===== config.mk =====
export PLATFORM = sky130hd
export DESIGN_NAME = primary_backup_view_manager_top
export DESIGN_NICKNAME = d
export VERILOG_FILES = /design/src/hdl/pvm_pkg.sv /design/src/hdl/primary_backup_view_manager_top.sv
export SDC_FILE = /design/constraint.sdc
export NUM_CORES = 1
export LEC_CHECK = 0
export BUFFER_PORTS_ARGS = -buffer_cell sky130_fd_sc_hd__buf_2
export CAP_MARGIN = 0
export CORE_AREA = 2 2 150 226
export CTS_CLUSTER_SIZE = 10
export DETAILED_ROUTE_END_ITERATION = 10
export DIE_AREA = 0 0 152 228
export PLACE_DENSITY = 0.5
export SYNTH_ARGS = -nofsm -noshare
export SYNTH_HDL_FRONTEND = slang
export SYNTH_SLANG_ARGS = --single-unit
export TNS_END_PERCENT = 50

===== constraint.sdc =====
create_clock -name i_clk -period 6.2 [get_ports i_clk]
set_input_delay 1.24 -clock i_clk [delete_from_list [all_inputs] [get_ports i_clk]]
set_output_delay 1.24 -clock i_clk [all_outputs]
set_load 0.01 [all_outputs]

===== src/hdl/pvm_pkg.sv =====
`timescale 1ns / 1ps

package pvm_pkg;

    // Widths of the item fields.
    localparam int ID_W     = 4;
    localparam int VIEW_W   = 32;
    localparam int ID_SPACE = 1 << ID_W;

    // Stream widths. The input tdata carries server_id and server_view.
    // The output tdata carries the packed result.
    localparam int S_TDATA_W = 40;
    localparam int RES_W     = VIEW_W + 2 * (ID_W + 1);
    localparam int M_TDATA_W = 48;

    // Command codes carried in the input tuser.
    localparam logic CMD_PING = 1'b0;
    localparam logic CMD_TICK = 1'b1;

    localparam logic [ID_SPACE-1:0] ID_ONE = ID_SPACE'(1);

    // One reply to a ping. view_number sits in the lowest bits.
    typedef struct packed {
        logic [ID_W-1:0]   backup_id;
        logic              backup_valid;
        logic [ID_W-1:0]   primary_id;
        logic              primary_valid;
        logic [VIEW_W-1:0] view_number;
    } t_result;

    // The view number stops at its largest value.
    function automatic logic [VIEW_W-1:0] next_view(input logic [VIEW_W-1:0] v);
        next_view = (v == {VIEW_W{1'b1}}) ? v : v + VIEW_W'(1);
    endfunction

endpackage


===== src/hdl/primary_backup_view_manager_top.sv =====
`timescale 1ns / 1ps

// Primary/backup view manager. Each input transaction is either a ping from a
// server (tuser = 0) or a periodic liveness check tick (tuser = 1). A ping may
// create the first view, fill an empty backup once the primary has
// acknowledged the current view, or record that acknowledgment; it marks the
// server alive and always returns one result transaction holding the
// current view. A tick returns nothing: if the primary has acknowledged, it
// promotes the backup over a silent primary, drops a silent backup and takes
// the lowest-numbered idle alive server as the new backup, bumping the view
// on any change; it always clears the alive set. Pings whose id is not below
// SERVER_COUNT change nothing and still get an answer. The view number
// saturates at its largest value. Rate: one transaction per clock cycle,
// sustained. The whole state update of an item settles in the single cycle
// in which it is accepted, so the next item sees it at once. A result
// register plus one skid register on the output hold up to two results.
// Input, ticks included, is refused only while the skid register is full,
// which happens when a ping arrives while the consumer stalls with a result
// already waiting; it is taken again in the cycle after that result leaves.
// An accepted ping's result is registered, in the skid register while one waits.

module primary_backup_view_manager_top #(
    parameter int SERVER_COUNT = 16
) (
    input  logic                            i_clk,
    input  logic                            i_rst_n,
    // Slave side. tdata: sender id [3:0], server_view [35:4], zero fill.
    input  logic                            i_s_tvalid,
    output logic                            o_s_tready,
    input  logic [pvm_pkg::S_TDATA_W-1:0]   i_s_tdata,
    // tuser: cmd [0].
    input  logic                            i_s_tuser,
    // Master side. tdata: view_number [31:0], primary_valid [32],
    // primary_id [36:33], backup_valid [37], backup_id [41:38], zero fill.
    output logic                            o_m_tvalid,
    input  logic                            i_m_tready,
    output logic [pvm_pkg::M_TDATA_W-1:0]   o_m_tdata
);

    import pvm_pkg::*;

    // Ping ids are only four bits wide, so no alive bit above that range
    // can ever be set.
    localparam int ALIVE_W = (SERVER_COUNT < ID_SPACE) ? SERVER_COUNT : ID_SPACE;

    // View state.
    logic [ALIVE_W-1:0] r_alive,   n_alive;
    logic [VIEW_W-1:0]  r_view,    n_view;
    logic [ID_W-1:0]    r_primary, n_primary;
    logic               r_pvalid,  n_pvalid;
    logic [ID_W-1:0]    r_backup,  n_backup;
    logic               r_bvalid,  n_bvalid;
    logic               r_ack,     n_ack;

    // Output register and its skid stage.
    t_result r_out, r_skid;
    logic    r_out_valid, r_skid_valid;

    t_result result;

    logic            accept;
    logic            push;
    logic            out_fire;
    logic [ID_W-1:0] s_id;
    logic [VIEW_W-1:0] s_view;

    assign s_id   = i_s_tdata[ID_W-1:0];
    assign s_view = i_s_tdata[ID_W +: VIEW_W];

    assign o_s_tready = !r_skid_valid;
    assign accept     = i_s_tvalid && o_s_tready;
    assign push       = accept && (i_s_tuser == CMD_PING);
    assign out_fire   = r_out_valid && i_m_tready;

    // Next state for the transaction being accepted in this cycle.
    always_comb begin : p_next
        logic [VIEW_W-1:0]   v;
        logic [ID_W-1:0]     p;
        logic [ID_W-1:0]     b;
        logic                pv;
        logic                bv;
        logic                ack;
        logic                in_range;
        logic                changed;
        logic                idle_found;
        logic [ID_W-1:0]     idle_id;
        logic [ID_SPACE-1:0] alive_all;
        logic [ID_SPACE-1:0] idle_set;

        v          = r_view;
        p          = r_primary;
        b          = r_backup;
        pv         = r_pvalid;
        bv         = r_bvalid;
        ack        = r_ack;
        changed    = 1'b0;
        idle_found = 1'b0;
        idle_id    = '0;
        in_range   = (32'(s_id) < SERVER_COUNT);
        alive_all  = ID_SPACE'(r_alive);
        idle_set   = alive_all
                   & ~(r_pvalid ? (ID_ONE << r_primary) : '0)
                   & ~(r_bvalid ? (ID_ONE << r_backup) : '0);
        n_alive    = r_alive;

        // Lowest idle alive server: scan from the top so the lowest wins.
        for (int i = ID_SPACE - 1; i >= 0; i--) begin
            if (idle_set[i]) begin
                idle_found = 1'b1;
                idle_id    = ID_W'(i);
            end
        end

        if (i_s_tuser == CMD_PING) begin
            if (in_range) begin
                // The very first ping founds view one with this server as primary.
                if (v == '0) begin
                    v  = VIEW_W'(1);
                    p  = s_id;
                    pv = 1'b1;
                    b  = '0;
                    bv = 1'b0;
                end
                if (ack && !(pv && p == s_id) && !bv) begin
                    v  = next_view(v);
                    b  = s_id;
                    bv = 1'b1;
                end
                if (pv && p == s_id && s_view == v) begin
                    ack = 1'b1;
                end
                n_alive = r_alive | ALIVE_W'(ID_ONE << s_id);
            end
        end else begin
            if (r_ack) begin
                // Silent primary: the backup, if any, takes over.
                if (r_pvalid && !alive_all[r_primary]) begin
                    pv      = r_bvalid;
                    p       = r_bvalid ? r_backup : '0;
                    bv      = 1'b0;
                    b       = '0;
                    changed = 1'b1;
                end
                if (bv && !alive_all[b]) begin
                    bv      = 1'b0;
                    b       = '0;
                    changed = 1'b1;
                end
                if (!bv && idle_found) begin
                    bv      = 1'b1;
                    b       = idle_id;
                    changed = 1'b1;
                end
                if (changed) begin
                    v   = next_view(v);
                    ack = 1'b0;
                end else begin
                    p  = r_primary;
                    pv = r_pvalid;
                    b  = r_backup;
                    bv = r_bvalid;
                end
            end
            n_alive = '0;
        end

        n_view    = v;
        n_primary = p;
        n_pvalid  = pv;
        n_backup  = b;
        n_bvalid  = bv;
        n_ack     = ack;

        result.view_number   = v;
        result.primary_valid = pv;
        result.primary_id    = pv ? p : '0;
        result.backup_valid  = bv;
        result.backup_id     = bv ? b : '0;
    end

    always_ff @(posedge i_clk) begin
        if (!i_rst_n) begin
            r_alive   <= '0;
            r_view    <= '0;
            r_primary <= '0;
            r_pvalid  <= 1'b0;
            r_backup  <= '0;
            r_bvalid  <= 1'b0;
            r_ack     <= 1'b0;
        end else if (accept) begin
            r_alive   <= n_alive;
            r_view    <= n_view;
            r_primary <= n_primary;
            r_pvalid  <= n_pvalid;
            r_backup  <= n_backup;
            r_bvalid  <= n_bvalid;
            r_ack     <= n_ack;
        end
    end

    // Output side: the skid entry always holds the younger result.
    always_ff @(posedge i_clk) begin
        if (!i_rst_n) begin
            r_out_valid  <= 1'b0;
            r_skid_valid <= 1'b0;
        end else if (r_skid_valid) begin
            if (out_fire) begin
                r_skid_valid <= 1'b0;
            end
        end else if (push) begin
            if (!r_out_valid || out_fire) begin
                r_out_valid <= 1'b1;
            end else begin
                r_skid_valid <= 1'b1;
            end
        end else if (out_fire) begin
            r_out_valid <= 1'b0;
        end
    end

    always_ff @(posedge i_clk) begin
        if (r_skid_valid) begin
            if (out_fire) begin
                r_out <= r_skid;
            end
        end else if (push) begin
            if (!r_out_valid || out_fire) begin
                r_out <= result;
            end else begin
                r_skid <= result;
            end
        end
    end

    assign o_m_tvalid = r_out_valid;
    assign o_m_tdata  = M_TDATA_W'(r_out);

`ifndef NO_ASSERTIONS
    // The skid entry is only ever filled behind a waiting result.
    a_skid_behind_out: assert property (@(posedge i_clk) disable iff (!i_rst_n)
        r_skid_valid |-> r_out_valid)
        else $error("skid entry valid without a result in the output register");

    // Primary and backup are never the same server.
    a_distinct_roles: assert property (@(posedge i_clk) disable iff (!i_rst_n)
        (r_pvalid && r_bvalid) |-> (r_primary != r_backup))
        else $error("primary and backup hold the same server");

    // An acknowledgment can only stand for an existing primary.
    a_ack_needs_primary: assert property (@(posedge i_clk) disable iff (!i_rst_n)
        r_ack |-> r_pvalid)
        else $error("acknowledge set with no primary");

    // The view number never moves backward.
    a_view_monotonic: assert property (@(posedge i_clk) disable iff (!i_rst_n)
        i_rst_n |=> (r_view >= $past(r_view)))
        else $error("view number decreased");
`endif

endmodule


**Yosys cells after proc, flatten, opt, wreduce, memory -nomap -nowiden**

Index checks and enable logic that the tools add are counted.

- Bits in registers: 145

- Reduce and logical (&&, ||, !) cells: 27
- Magnitude comparators: 2
- Muxes and demuxes: 106
- Shifts and indexed selects: 3
- Bitwise gates (word level): 8
- Add/subtract/negate cells: 2
- Equal/unequal tests: 6

Operators with widths:

| cell | number |
|---|---|
| $mux W32 | 9 |
| $mux W42 | 4 |
| $mux W4 | 35 |
| $add A32 B1 Y32 const B | 2 |
| $eq A32 B32 Y1 const B | 2 |
| $mux W1 | 53 |
| $mux W16 | 3 |
| $shl A1 B4 Y16 const A | 3 |
| $and A16 B16 Y16 | 2 |
| $eq A32 B32 Y1 | 1 |
| $logic_not A32 Y1 | 1 |
| $not A16 Y16 | 2 |
| $or A16 B16 Y16 | 1 |
| $logic_and A1 B1 Y1 | 10 |
| $lt A4 B5 Y1 const B | 2 |
| $reduce_and A3 Y1 | 3 |
| $bmux W1 S4 | 2 |
| $reduce_bool A2 Y1 | 4 |
| $logic_not A1 Y1 | 7 |
| $eq A4 B4 Y1 | 1 |
| $ne A2 B1 Y1 const B | 2 |
| $not A1 Y1 | 3 |
| $reduce_and A2 Y1 | 1 |
| $logic_or A1 B1 Y1 | 1 |

**Logic depth before layout (Yosys ltp)**

Gate-level depths: netlist of run 1.

- Depth in word-level cells: 32
- Gate-level depth with buffers: 21
- Gate-level depth less buffers: 16

**Worst setup path after synthesis of run 1**

No wires, ideal clock.

- Kind: in2reg
- From: in i_s_tuser
- To: reg r_out, in the netlist o_m_tdata[0], enable pin
- Setup slack: 1762 ps
- Stages: 5
- Arrival time: 3983 ps
- Data required time: 5745 ps
- Cell sequence: clkbuf_1 > clkbuf_1 > nor2_1 > a21oi_1 > a21oi_1

- Word-level cells in the longest chain between the ends: 4

Ends and longest elaborated chain:

| element | line | source |
|---|---|---|
| start, declared | primary_backup_view_manager_top.sv:32 | `input logic i_s_tuser,` |
| $not A1 Y1 | n/a |  |
| $logic_and A1 B1 Y1 | primary_backup_view_manager_top.sv:72 | `assign push = accept && (i_s_tuser == CMD_PING);` |
| $reduce_bool A2 Y1 (no source line) | n/a |  |
| $reduce_and A3 Y1 (no source line) | n/a |  |
| end signal, assigned | primary_backup_view_manager_top.sv:224 | `r_out <= r_skid;` |
| end signal, assigned | primary_backup_view_manager_top.sv:228 | `r_out <= result;` |
| end, declared | primary_backup_view_manager_top.sv:56 | `t_result r_out, r_skid;` |

No other way between the ends.
A chain may end at the register's enable or synchronous reset.

**Final worst setup path of run 1**

- From: reg r_view[0]
- To: reg r_out, in the netlist o_m_tdata[2], data pin

- Word-level cells in the longest chain between the ends: 14
- Elaborated cells on any way between the ends: 29

Ends and longest elaborated chain:

| element | line | source |
|---|---|---|
| start, declared | primary_backup_view_manager_top.sv:48 | `logic [VIEW_W-1:0] r_view, n_view;` |
| start signal, assigned | primary_backup_view_manager_top.sv:192 | `r_view <= n_view;` |
| parallel branches: the longest is 10 deep, another holds $add A32 B1 Y32 | n/a |  |
| $mux W32 * | primary_backup_view_manager_top.sv:114 | `if (i_s_tuser == CMD_PING) begin` |
| via n_view[2] | primary_backup_view_manager_top.sv:48 |  |
| $mux W42 * | primary_backup_view_manager_top.sv:227 | `if (!r_out_valid \|\| out_fire) begin` |
| $mux W42 * | primary_backup_view_manager_top.sv:226 | `end else if (push) begin` |
| $mux W42 * | primary_backup_view_manager_top.sv:222 | `if (r_skid_valid) begin` |

Mark *: on every way through the listed nets, which the timed path passes. The select of a mux whose other input is x is not followed.

==> flow_summary.toml, run 1 <==
[outcome]
status = "finished clean"

[critical_path]
timing_worst_setup_path_type = "flip-flop to flip-flop"
start_kind = "flip-flop"
cp.arrival_ns = 5.27
crit_path_top_delay_cell = "a31oi_1"
crit_fanout = 12
cp_cell_sequence = "inv_1 > ha_1 > nor4b_1 > nand4_1 > or2_2 > nand2_1 > ha_1 > inv_1 > or3_1 > nor4_4 > nor3_1 > nand2_1 > nor2_1 > a31oi_1 > xnor2_1 > mux2_2"
critPathRequiredTime_ns = 6.40
endpoint_kind = "flip-flop"
cp_slowest_stage_delay_ns = 0.82

[sta]
drv_slew = 0
setup_slack_ns = 1.12
post-route-min-period_ns = 5.08
hold_violations = 0
worstMarginPinSlew_ns = 1.15
setup_viol = 0
slew_headroom_pct = 23.2
grt_setup_unrepaired = "false"
final.setup_skew_ns = 0.00956
fin_hold_ws_ns = 0.549
tns_ns = 0
timing.fmax_ghz = 0.197
post-route-period-util_pct = 81.9

[synth]
syn_avg_cell_area_um2 = 8.84
ys_warn_count = 0
synth_xor_xnor_area_share_pct = 5.61
yosysTopAreaCellShare_pct = 26.0
yosys.area_share.simple_pct = 23.3
ys_ff_latch = 145
synthArstFlopShare_pct = 0
synth_cells = 1095
ys.flop_type = "edfxtp_1"
seq_area_frac_synth_pct = 38.7
ys_top_cells_by_area = "edfxtp_1 26%, dfxtp_1 13%, nor2_1 3.7%, xnor2_1 3.3%, nand2_1 3.3%"
synthMuxAreaShare_pct = 4.66
synth_common_cells = "95 x nor2_1, 85 x nand2_1, 84 x edfxtp_1, 61 x dfxtp_1, 58 x o21ai_0"
synth_top_family_by_area = "simple AND/OR/NAND/NOR gates"
ys_types = 90
netlist_area_um2 = 9680
synthAdderAreaFrac_pct = 0.388
yosys.area.top_type = "edfxtp_1"
synth-compound-area-share_pct = 21.3
synth_most_common_cell = "nor2_1"
synth_edf_count = 84

[floorplanning]
fp-row-count = 82
num_io_pins = 95
dieWidth_um = 152
start_util_pct = 29.4
die_h_um = 228
fp.coreArea_um2 = 32900
die_area_um2 = 34700

[cts]
cts_hold_buf = 0
cts-root-buf = "clkbuf_16"
cts_resized = 0
postCtsSetupBuffers = 0
ctsLongestPathBuffers = 2
cts_made_buffers = 17
cts.sinks = 145
h-tree-depth = 4
clk-insertion-delay-late_ns = 0.45
cts_tree = "yes"
clk_pin_slew_worst_paths_ns = 0.06

[run]
drv_cap = 0

[power_and_ir_drop]
p_switching_uw = 642
switching_share_pct = 26.9
pwr-share-comb_pct = 11.5
vdd_drop_max_uv = 117
powerDensity_nw_per_um2 = 219
power.share.clock_pct = 43.6
p_seq_share_pct = 44.9
internal-power_uw = 1740
p_leak_uw = 0.00366

[route]
wl_per_cell_um = 20.5
drc = 0
routed-via-count = 8589
drt-initial-drc-count = 456
ant_nets = 0
dr.pass1.iters = 6
viasPerCell = 5.53
drt_wl_total_um = 31900

[placed_design]
place_area_um2 = 10300
pre_cts_slack_ns = 1.19
io_buffers = 84
gp_congestion = 0.906
dp.final_hpwl_um = 23400

[grt]
grt_pass1_vias = 8455
grt_start_max_net_pins = 62
antenna_found_initial = 1
overflow = 0
grt_pass1_wl_um = 49300
grt_use_total_pct = 18.3

[cells_and_area]
design_area_um2 = 10900
syn2layout_area_growth_pct = 12.4
drive_gt1_share_pct = 16.8
final_nets = 1168
final_core_util_pct = 33.0

[worst_hold_path]
hold_class = "flip-flop to flip-flop"
[final cells by class]
cell class | count | area, um^2
Antenna cell | 1 | 2.50
Clock buffer | 19 | 443
Clock inverter | 13 | 135
Fill cell | 3463 | 22000
Inverter | 22 | 82.6
Multi-Input combinational cell | 832 | 5400
Sequential cell | 145 | 3740
Tap cell | 420 | 526
Timing Repair Buffer | 102 | 556
[cells by family (layout without fill, tap and decap cells)]
logic type | count (synthesis) | after routing
muxes | 39 | 39
DFF | 145 | 145
other | 1 | 7
adders and majority gates | 3 | 3
AOI/OAI and AO/OA | 304 | 304
buffers and inverters | 123 | 156
xor gates and xnor gates | 62 | 62
and+or+nand+nor | 418 | 418
[metrics by stage]
step                      total power [uW]  instances
after floorplan                       1270       1100
after global placement                1360       1521
after detailed placement              1360       1521
after CTS                             2410       1553
after global routing                  2470       1553
final                                 2380       1554
[cell usage in the layout, fill, tap and decap left out, drive strengths merged, types with 20 or more instances in the layout]
| master | instances |
|---|---|
| nor2 | 95 |
| buf | 102 |
| a31oi | 26 |
| xnor2 | 37 |
| o21ai | 68 |
| nor3 | 34 |
| or4 | 26 |
| nand3 | 27 |
| nand4 | 20 |
| a21oi | 59 |
| or3 | 30 |
| edfxtp | 84 |
| dfxtp | 61 |
| xor2 | 25 |
| o31ai | 24 |
| inv | 26 |
| nand2 | 86 |
[power by group through the flow]
| stage | registers [uW] | logic [uW] | clock network, uW |
|---|---|---|---|
| floorplan | 1080 | 188 | 0 |
| global placement | 1090 | 275 | 0 |
| detailed placement | 1090 | 276 | 0 |
| CTS | 1070 | 278 | 1070 |
| global route | 1070 | 300 | 1100 |
| finish | 1070 | 275 | 1040 |
[path summary, 6_finish.rpt]
kind | end | cells after the start | start | slack, ns
max reg2reg | o_m_tdata[2] | 16 | r_view[0] | 1.12
max | o_m_tdata[2] | 16 | r_view[0] | 1.12
min reg2reg | o_m_tdata[32] | 1 | r_skid[32] | 0.55
min | o_m_tdata[32] | 1 | r_skid[32] | 0.55
[routing by layer]
layer / vias to the layer above / routed length (um) / track usage (%)
met5: - / 0 / 0
met4: 0 / 1440 / 9.61
met3: 68 / 842 / 2.85
met2: 209 / 17200 / 34.3
met1: 4149 / 12400 / 19.5
li1: 4163 / - / -
[worst max-delay path, delay by kind of cell (launching register included)]
| kind | cells | cell delay [ns] |
|---|---|---|
| XOR/XNOR | 1 | 0.21 |
| multiplexers | 1 | 0.31 |
| flip-flops | 1 | 0.36 |
| AO/OA/AOI/OAI | 1 | 0.82 |
| buffers and inverters | 2 | 0.35 |
| AND/OR/NAND/NOR | 9 | 2.13 |
| adder cells (fa/ha/maj) | 2 | 0.64 |
[state kept, by name, summed over array words and instances (netlist names)]
name / count
o_m_tdata: 42
r_backup: 4
r_pvalid: 1
r_view: 32
p_next.alive_all: 16
r_skid: 42
o_m_tvalid: 1
r_bvalid: 1
r_primary: 4
r_ack: 1
r_skid_valid: 1
Note: power is estimated with default switching activity, not from simulation.
==> inputs of run 2 (changes only) <==
==> constraint.sdc (replaced) <==
create_clock -name i_clk -period 5 [get_ports i_clk]
set_input_delay 1 -clock i_clk [delete_from_list [all_inputs] [get_ports i_clk]]
set_output_delay 1 -clock i_clk [all_outputs]
set_load 0.01 [all_outputs]
==> run 2 against run 1 <==
  * Global-route usage increased by 0.24 points
  * Highest routed layer unchanged
  * Largest cell class unchanged
  * Die area unchanged
  * Maximum frequency increased by 9.4%
  * Non-clock buffer count increased by 19
  * Core utilization increased by 0.55 points
  * Sequential share of layout area decreased by 0.57 points
==> flow_summary.toml, run 2 (same netlist as run 1, synthesis figures left out) <==
[outcome]
status = "finished clean"

[cts]
cts_tree = "yes"
cts_hold_buf = 0
clk-insertion-delay-late_ns = 0.45
cts-root-buf = "clkbuf_16"
h-tree-depth = 4
cts.sinks = 145
cts_made_buffers = 17
clk_pin_slew_worst_paths_ns = 0.07
ctsLongestPathBuffers = 2

[grt]
busiest_layer = "met2"
grt_pass1_wl_um = 49500
grt_start_max_net_pins = 62
use_met3_pct = 3.23
antenna_found_initial = 1
grt_use_met2_pct = 34.4
grt_pass1_vias = 8383
overflow = 0
grt_use_total_pct = 18.5
use_met1_pct = 19.9

[cells_and_area]
multi_input_area_um2 = 5400
nFillCells = 3388
seqCellArea_um2 = 3740
syn2layout_area_growth_pct = 14.3
drive_gt1_share_pct = 18.5
final_nets = 1187
final_core_util_pct = 33.6
layout_common_cells = "95 x nor2_1, 84 x nand2_1, 84 x buf_2, 84 x edfxtp_1, 61 x dfxtp_1"
layout_commonest_cell = "nor2_1"

[critical_path]
cp_top_family = "simple AND/OR/NAND/NOR gates"
crit_fanout = 26
cp.arrival_ns = 5.03
cp_cell_sequence = "nor4_1 > nand4_1 > or2_2 > nand2_1 > ha_1 > inv_1 > or3_1 > nor4_4 > or3_1 > buf_4 > or4_1 > a21oi_1 > or4_1 > or4_1 > o21ai_1"
timing_worst_setup_path_type = "flip-flop to flip-flop"
r2r.worst_path.cells = 15
endpoint_kind = "flip-flop"
critPathRequiredTime_ns = 5.39
cp_slowest_stage_delay_ns = 0.56
cp.buffers_inverters = 2
start_kind = "flip-flop"
crit_path_top_delay_cell = "or4_1"
path_depth = 15
cp_common_cell = "or4_1"

[route]
dr.pass1.iters = 5
ant_nets = 0
drc = 0
wl_per_cell_um = 20.5
drt_wl_total_um = 32200
drt-initial-drc-count = 717
viasPerCell = 5.49
routed-via-count = 8638

[floorplanning]
die_area_um2 = 34700
num_io_pins = 95
dieWidth_um = 152
die_h_um = 228
start_util_pct = 29.4
fp.coreArea_um2 = 32900
fp-row-count = 82

[run]
drv_cap = 0

[worst_hold_path]
min_path_cells = 2
hold_class = "flip-flop to flip-flop"

[sta]
drv_slew = 0
fin_hold_ws_ns = 0.542
grt_setup_unrepaired = "false"
worstMarginPinSlew_ns = 0.995
post-route-period-util_pct = 92.8
tns_ns = 0
hold_violations = 0
setup_viol = 0
timing.fmax_ghz = 0.215
post-route-min-period_ns = 4.64
slew_headroom_pct = 33.5
final.setup_skew_ns = 0.0146

[power_and_ir_drop]
powerDensity_nw_per_um2 = 273
p_leak_uw = 0.00378
vdd_drop_max_uv = 164

[placed_design]
dp.final_hpwl_um = 24200
gp_congestion = 0.915
io_buffers = 84
-- run 2: changes by cell type in the layout (fill, tap and decap cells not counted) --
cell        previous run  this run
buf_4                 18        37
inv_8                  1         4
clkinv_1               2         0
clkinv_2               3         1
inv_6                  3         5
a31oi_1               26        25
a31oi_2                0         1
clkbuf_1               1         0
clkbuf_8               1         0
clkinv_4               0         1
clkinv_8               0         1
clkinvlp_4             2         1
-- run 2: final timing paths --
path / from / endpoint / slack, ns
worst min register to register: r_skid[40] / o_m_tdata[40] / 0.54
worst max register to register: r_view[30] / r_ack / 0.36
worst min-delay path: r_skid[40] / o_m_tdata[40] / 0.54
worst max-delay path: r_view[30] / r_ack / 0.36
-- run 2: per-layer routing --
layer  vias up  wire length (um)
li1       4192                 -
met1      4145             12300
met2       235             17300
met3        66              1080
met4         0              1560
met5         -                 0
-- run 2: layout make-up --
| type | count | share of cell area, % |
|---|---|---|
| inverter | 22 | 0.746 |
| clock buffer | 17 | 3.84 |
| antenna | 1 | 0.0226 |
| multi-input combinational | 832 | 48.8 |
| clock inverter | 15 | 1.68 |
| sequential | 145 | 33.8 |
| tap | 420 | 4.75 |
| timing repair buffer | 121 | 6.31 |
-- run 2: tightest hold or removal path, stage by stage (launching register included) --
cell and delay, ns:
edfxtp_1 0.33, nand2_1 0.05, o31ai_1 0.06
-- run 2: through the flow --
step	instance area, um^2	setup WS, ns	cells	power, uW
finish	11100	0.358	1573	3020
global placement	10400	0.440	1540	1690
global route	11100	0.0402	1572	3130
CTS	11100	0.378	1572	3060
detailed placement	10400	0.404	1540	1690
floorplan	9700	0.686	1100	1570
-- run 2: power breakdown --
| group | internal, uW | total, uW | leakage (uW) | switching, uW |
|---|---|---|---|---|
| registers | 1290 | 1330 | 0.00123 | 37.5 |
| clock network | 759 | 1350 | 0.000300 | 590 |
| logic | 122 | 340 | 0.00225 | 218 |
-- run 2: timing repair --
action / 4_1_cts / 5_1_grt
buffers inserted: 0 / 0
endpoints found under the setup margin: 0 / 1
gates resized for setup: 0 / 1
